### src/rtl/core/bfha_pkg.sv
// Shared types, codes and constants of the best-fit heap allocator.
`default_nettype none
package bfha_pkg;

  // Default heap depth in 8-byte granules.
  localparam int DEF_HEAP_GRANULES = 8192;
  // Granule offset width over the 17-bit byte space, and block size width in granules.
  localparam int GOFF_W = 14;
  localparam int SZ_W   = 13;

  // Request codes.
  localparam logic [2:0] REQ_FORMAT = 3'd0;
  localparam logic [2:0] REQ_ALLOC  = 3'd1;
  localparam logic [2:0] REQ_FREE   = 3'd2;
  localparam logic [2:0] REQ_SIZE   = 3'd3;
  localparam logic [2:0] REQ_TOTAL  = 3'd4;

  // Result status codes.
  localparam logic [1:0] ST_OK       = 2'd0;
  localparam logic [1:0] ST_NOFIT    = 2'd1;
  localparam logic [1:0] ST_BADPTR   = 2'd2;
  localparam logic [1:0] ST_NOTALLOC = 2'd3;

  // Configuration register indexes.
  localparam int CFG_IDX_W = 1;
  localparam logic [CFG_IDX_W-1:0] REG_HEAP_BASE  = 1'b0;
  localparam logic [CFG_IDX_W-1:0] REG_HEAP_BYTES = 1'b1;

  typedef struct packed {
    logic [2:0]  req_type;
    logic [31:0] req_size;
    logic [31:0] req_addr;
  } req_t;

  typedef struct packed {
    logic [1:0]  status;
    logic [31:0] result_addr;
    logic [16:0] block_bytes;
    logic [16:0] used_total;
    logic [16:0] free_total;
  } res_t;

  // One block header as kept in the side store.
  typedef struct packed {
    logic            start;
    logic            used;
    logic [SZ_W-1:0] size;
  } hdr_t;

  typedef enum logic [3:0] {
    S_RST_CLR, S_IDLE, S_DISPATCH, S_FMT_CLR, S_FMT_FIN, S_A_WALK, S_A_SPLIT,
    S_A_MARK, S_P_CHK, S_F_NEXT, S_F_WB, S_F_WALK, S_F_CLRB, S_T_WALK
  } state_t;

  typedef enum logic [3:0] {
    CMD_NONE, CMD_LOAD, CMD_DISPATCH, CMD_CLR_STEP, CMD_FMT_FIN, CMD_A_STEP,
    CMD_A_SPLIT, CMD_A_MARK, CMD_P_CHK, CMD_F_NEXT, CMD_F_WB, CMD_F_STEP,
    CMD_F_CLRB, CMD_T_STEP
  } cmd_t;

  // Status flags from the datapath to the controller.
  typedef struct packed {
    logic [2:0] req_type;
    logic       bad_size;
    logic       ptr_null;
    logic       ptr_bad;
    logic       not_alloc;
    logic       walk_end;
    logic       exact;
    logic       found;
    logic       h_zero;
    logic       prev_hit;
    logic       prev_free;
    logic       prev_stop;
    logic       clr_last;
  } dp_stat_t;

endpackage
`default_nettype wire

### src/rtl/core/bfha_ctrl.sv
// Controller state machine of the heap allocator.
`default_nettype none
module bfha_ctrl import bfha_pkg::*; (
  input  wire logic     clk,
  input  wire logic     rst_n,
  input  wire logic     start,
  input  wire dp_stat_t stat,
  output logic          busy,
  output logic          out_valid,
  output cmd_t          cmd
);

  state_t state_r, state_nxt;
  logic   out_valid_r, out_valid_nxt;

  // State and strobe registers; reset starts the store clearing sweep.
  always_ff @(posedge clk) begin
    if (!rst_n) begin
      state_r     <= S_RST_CLR;
      out_valid_r <= 1'b0;
    end else begin
      state_r     <= state_nxt;
      out_valid_r <= out_valid_nxt;
    end
  end

  // Next state and datapath command.
  always_comb begin
    state_nxt     = state_r;
    out_valid_nxt = 1'b0;
    cmd           = CMD_NONE;
    case (state_r)
      S_RST_CLR: begin
        cmd = CMD_CLR_STEP;
        if (stat.clr_last) state_nxt = S_IDLE;
      end
      S_IDLE: begin
        if (start) begin
          cmd       = CMD_LOAD;
          state_nxt = S_DISPATCH;
        end
      end
      S_DISPATCH: begin
        cmd           = CMD_DISPATCH;
        out_valid_nxt = 1'b1;
        state_nxt     = S_IDLE;
        case (stat.req_type)
          REQ_FORMAT: begin
            out_valid_nxt = 1'b0;
            state_nxt     = S_FMT_CLR;
          end
          REQ_ALLOC: begin
            if (!stat.bad_size) begin
              out_valid_nxt = 1'b0;
              state_nxt     = S_A_WALK;
            end
          end
          REQ_FREE, REQ_SIZE: begin
            if (!stat.ptr_null && !stat.ptr_bad) begin
              out_valid_nxt = 1'b0;
              state_nxt     = S_P_CHK;
            end
          end
          REQ_TOTAL: begin
            out_valid_nxt = 1'b0;
            state_nxt     = S_T_WALK;
          end
          default: state_nxt = S_IDLE;
        endcase
      end
      S_FMT_CLR: begin
        cmd = CMD_CLR_STEP;
        if (stat.clr_last) state_nxt = S_FMT_FIN;
      end
      S_FMT_FIN: begin
        cmd           = CMD_FMT_FIN;
        out_valid_nxt = 1'b1;
        state_nxt     = S_IDLE;
      end
      S_A_WALK: begin
        cmd = CMD_A_STEP;
        if (stat.walk_end || stat.exact) state_nxt = S_A_SPLIT;
      end
      S_A_SPLIT: begin
        cmd = CMD_A_SPLIT;
        if (stat.found) begin
          state_nxt = S_A_MARK;
        end else begin
          out_valid_nxt = 1'b1;
          state_nxt     = S_IDLE;
        end
      end
      S_A_MARK: begin
        cmd           = CMD_A_MARK;
        out_valid_nxt = 1'b1;
        state_nxt     = S_IDLE;
      end
      S_P_CHK: begin
        cmd = CMD_P_CHK;
        if (stat.not_alloc || stat.req_type == REQ_SIZE) begin
          out_valid_nxt = 1'b1;
          state_nxt     = S_IDLE;
        end else begin
          state_nxt = S_F_NEXT;
        end
      end
      S_F_NEXT: begin
        cmd       = CMD_F_NEXT;
        state_nxt = S_F_WB;
      end
      S_F_WB: begin
        cmd = CMD_F_WB;
        if (stat.h_zero) begin
          out_valid_nxt = 1'b1;
          state_nxt     = S_IDLE;
        end else begin
          state_nxt = S_F_WALK;
        end
      end
      S_F_WALK: begin
        cmd = CMD_F_STEP;
        if (stat.prev_stop) begin
          if (stat.prev_hit && stat.prev_free) begin
            state_nxt = S_F_CLRB;
          end else begin
            out_valid_nxt = 1'b1;
            state_nxt     = S_IDLE;
          end
        end
      end
      S_F_CLRB: begin
        cmd           = CMD_F_CLRB;
        out_valid_nxt = 1'b1;
        state_nxt     = S_IDLE;
      end
      S_T_WALK: begin
        cmd = CMD_T_STEP;
        if (stat.walk_end) begin
          out_valid_nxt = 1'b1;
          state_nxt     = S_IDLE;
        end
      end
      default: state_nxt = S_IDLE;
    endcase
  end

  assign busy      = (state_r != S_IDLE);
  assign out_valid = out_valid_r;

endmodule
`default_nettype wire

### config.mk
export PLATFORM = sky130hd
export DESIGN_NAME = bfha_ctrl
export DESIGN_NICKNAME = d
export VERILOG_FILES = /design/src/rtl/core/bfha_pkg.sv /design/src/rtl/core/bfha_ctrl.sv
export SDC_FILE = /design/constraint.sdc
export NUM_CORES = 1
export LEC_CHECK = 0
export BUFFER_PORTS_ARGS = -buffer_cell sky130_fd_sc_hd__buf_2
export CORE_MARGIN = 8
export CORE_UTILIZATION = 44
export CTS_BUF_LIST = sky130_fd_sc_hd__clkbuf_16
export DETAILED_ROUTE_END_ITERATION = 8
export GPL_TIMING_DRIVEN = 0
export MAX_ROUTING_LAYER = met4
export PLACE_DENSITY = 0.85
export SYNTH_ARGS = -nofsm -noshare
export SYNTH_HDL_FRONTEND = slang
export SYNTH_SLANG_ARGS = --single-unit
### constraint.sdc
create_clock -name clk -period 1.3 [get_ports clk]
set_input_delay 0.195 -clock clk [delete_from_list [all_inputs] [get_ports clk]]
set_output_delay 0.195 -clock clk [all_outputs]
set_load 0.02 [all_outputs]
==> results.py <==
metrics = {
    "final_layout": {
        "synthToLayoutAreaGrowth_pct": 84.9,
        "n_antenna_cell": 0,
        "finalNetCount": 161,
        "layout_commonest_cell": "buf_2",
        "final_util": 0.872,
        "final_cells": 158,
        "drive_gt1_frac": 0.606,
        "final_cell_mix": "buf_2 (19), buf_4 (16), nor2_1 (6), buf_6 (6), nand2_1 (5)",
    },
    "timing": {
        "worst_slack_ns": -0.399,
        "drv_slew": 0,
        "hold_viol": 0,
        "finalCriticalPeriod_ns": 1.70,
        "tns_ns": -2.87,
        "skew_ns": 0.00461,
        "finalCritPeriodShare": 1.31,
        "rsz0062_at_grt": "yes",
        "fmax_ghz": 0.589,
        "setup-violations-final": 10,
        "tightest_slew_ns": 0.504,
        "worst_hold_slack_ns": 0.360,
        "max_slew_margin": 0.662,
    },
    "detailed_routing": {
        "drc": 0,
        "top_layer": "met4",
        "vias": 1238,
        "drt_wl_total_um": 4320,
        "wl_per_cell_um": 27.3,
        "wl_met1_um": 1580,
        "vias_per_cell": 7.84,
        "ant_nets": 0,
        "wl_met3_um": 608,
        "wl_met2_um": 1810,
        "drtIter0Drc": 156,
        "dr.pass1.iters": 6,
    },
    "synth": {
        "synth_cells": 97,
        "synth_seq_cells": 5,
        "synth_fp_nets": 115,
        "yosysWarnings": 0,
        "ys_seq_area_frac": 0.141,
        "avgSynthCellArea_um2": 7.33,
        "synth_flop_cell": "dfxtp_1",
        "synth-async-reset-ratio": 0,
        "synth_enable_flop_cells": 0,
        "yosysUniqueCellTypes": 45,
        "syn_area_um2": 711,
    },
    "die": {
        "die_h_um": 56.2,
        "rows": 14,
        "die_w_um": 56.2,
        "io_pins": 24,
        "initial_core_util": 0.472,
        "coreArea_um2": 1510,
        "die_area_um2": 3160,
    },
    "clock_tree": {
        "postCtsHoldBufs": 0,
        "clockBufferDepth": 2,
        "clk_pin_slew_ns": 0.04,
        "clockRootBuffer": "clkbuf_16",
        "cts_made_buffers": 3,
        "htreeDepth": 1,
        "cts_tree": "done",
        "clk_latency_ns": 0.23,
        "cts_sinks": 5,
    },
    "placed_design": {
        "post-dp-hpwl_um": 1710,
        "dp.cells": 136,
        "place_ws_ns": -0.289,
        "numPortBuffers": 23,
        "place_congestion": 0.922,
    },
    "critical_path": {
        "critPathTopFamily": "simple AND/OR/NAND/NOR gates",
        "worstPathCellList": "buf_8, and3b_4, o211ai_2, nand2_2, or3_1, a21oi_2",
        "critPathMaxStageDelay_ns": 0.42,
        "critPathSlowestCell": "or3_1",
        "crit_required_ns": 1.45,
        "cp_max_fo": 7,
        "cp.depth": 6,
        "critPathKind": "flop to flop",
        "worstPathArrival_ns": 1.84,
        "crit_path_end_kind": "flop",
        "path_buf_inv": 1,
        "worst-r2r-cell-count": 6,
        "critical_path.startpoint_type": "flop",
    },
    "worst_hold_path": {
        "hold_class": "input pin to flop",
        "hold_depth": 3,
    },
    "grt": {
        "grt_pass1_vias": 994,
        "antenna_found_initial": 0,
        "gr-usage-all-layers": 0.215,
        "grt_pass1_wl_um": 5420,
        "grt_start_max_net_pins": 11,
        "overflow": 0,
    },
    "pwr": {
        "power_density_nw_per_um2": 893,
        "p_leak_nw": 0.541,
        "irDropWorstVdd_uv": 1450,
    },
    "flow_run": {
        "max_cap_viol_count": 0,
    },
    "outcome": {
        "outcome": "complete, but fails checks",
        "violations": "negative setup slack",
    },
}
-- metal layers --
| layer | track usage | up-vias |
|---|---|---|
| li1 | - | 465 |
| met1 | 0.263 | 571 |
| met3 | 0.0731 | 47 |
| met5 | - | - |
| met4 | 0.0241 | 0 |
| met2 | 0.341 | 155 |
-- cells by family (layout without fill, tap and decap cells) --
family	after synthesis	in the layout	synth area share
mux	1	1	0.0141
simple gates	39	39	0.340
buf+inv	11	56	0.0933
compound gates	41	41	0.412
flops	5	5	0.141
-- metrics by stage --
step | power (W) | area (um^2)
after CTS | 0.00108 | 1180
final | 0.00117 | 1310
after floorplan | 0.000372 | 729
after global placement | 0.000453 | 865
after detailed placement | 0.000459 | 865
after global routing | 0.00121 | 1310
-- registers in the layout, indices dropped and copies added, names as in the netlist --
register and flops:
state_r 4, out_valid 1
-- worst min-delay path, stage by stage --
cell	delay [ns]
buf_2	0.13
o211ai_1	0.14
a21oi_2	0.06
-- final cells by class --
cell class | instances | area (um^2)
Fill cell | 59 | 193
Buffer | 6 | 87.6
Clock inverter | 1 | 3.75
Tap cell | 16 | 20.0
Clock buffer | 3 | 75.1
Inverter | 4 | 18.8
Timing Repair Buffer | 42 | 303
Multi-Input combinational cell | 81 | 696
Sequential cell | 5 | 110
-- synthesized netlist by cell type (all sizes together), types with 3 or more instances --
master | n | area, um^2
nor4 | 3 | 25.0
a211oi | 3 | 22.5
nor2 | 9 | 33.8
buf | 4 | 35.0
nand2b | 4 | 40.0
nor2b | 4 | 25.0
inv | 4 | 15.0
nand2 | 7 | 28.8
a21oi | 8 | 40.0
dfxtp | 5 | 100
o21ai | 9 | 45.0
-- where the power goes --
| part | total (W) | leakage [nW] | internal, W | switching, W |
|---|---|---|---|---|
| sequential | 0.000170 | 0.0430 | 0.000160 | 0.0000104 |
| clock | 0.000504 | 0.0423 | 0.000399 | 0.000105 |
| combinational | 0.000499 | 0.456 | 0.000229 | 0.000270 |
| total | 0.00117 | 0.541 | 0.000788 | 0.000386 |
-- path summary, 6_finish.rpt --
kind,startpoint,to,slack (ns)
worst max-delay path,state_r[3],state_r[2],-0.40
worst min-delay path,rst_n,out_valid,0.36
worst max register to register,state_r[3],state_r[2],-0.40
worst min register to register,state_r[3],out_valid,0.79
-- repair_timing --
item | in CTS | in global routing
setup endpoints to repair | 10 | 10
pin swaps | 6 | 5
gates cloned | 0 | 0
buffers inserted | 13 | 6
resized for setup | 38 | 24
No activity file was read; power rests on OpenSTA's default activity.
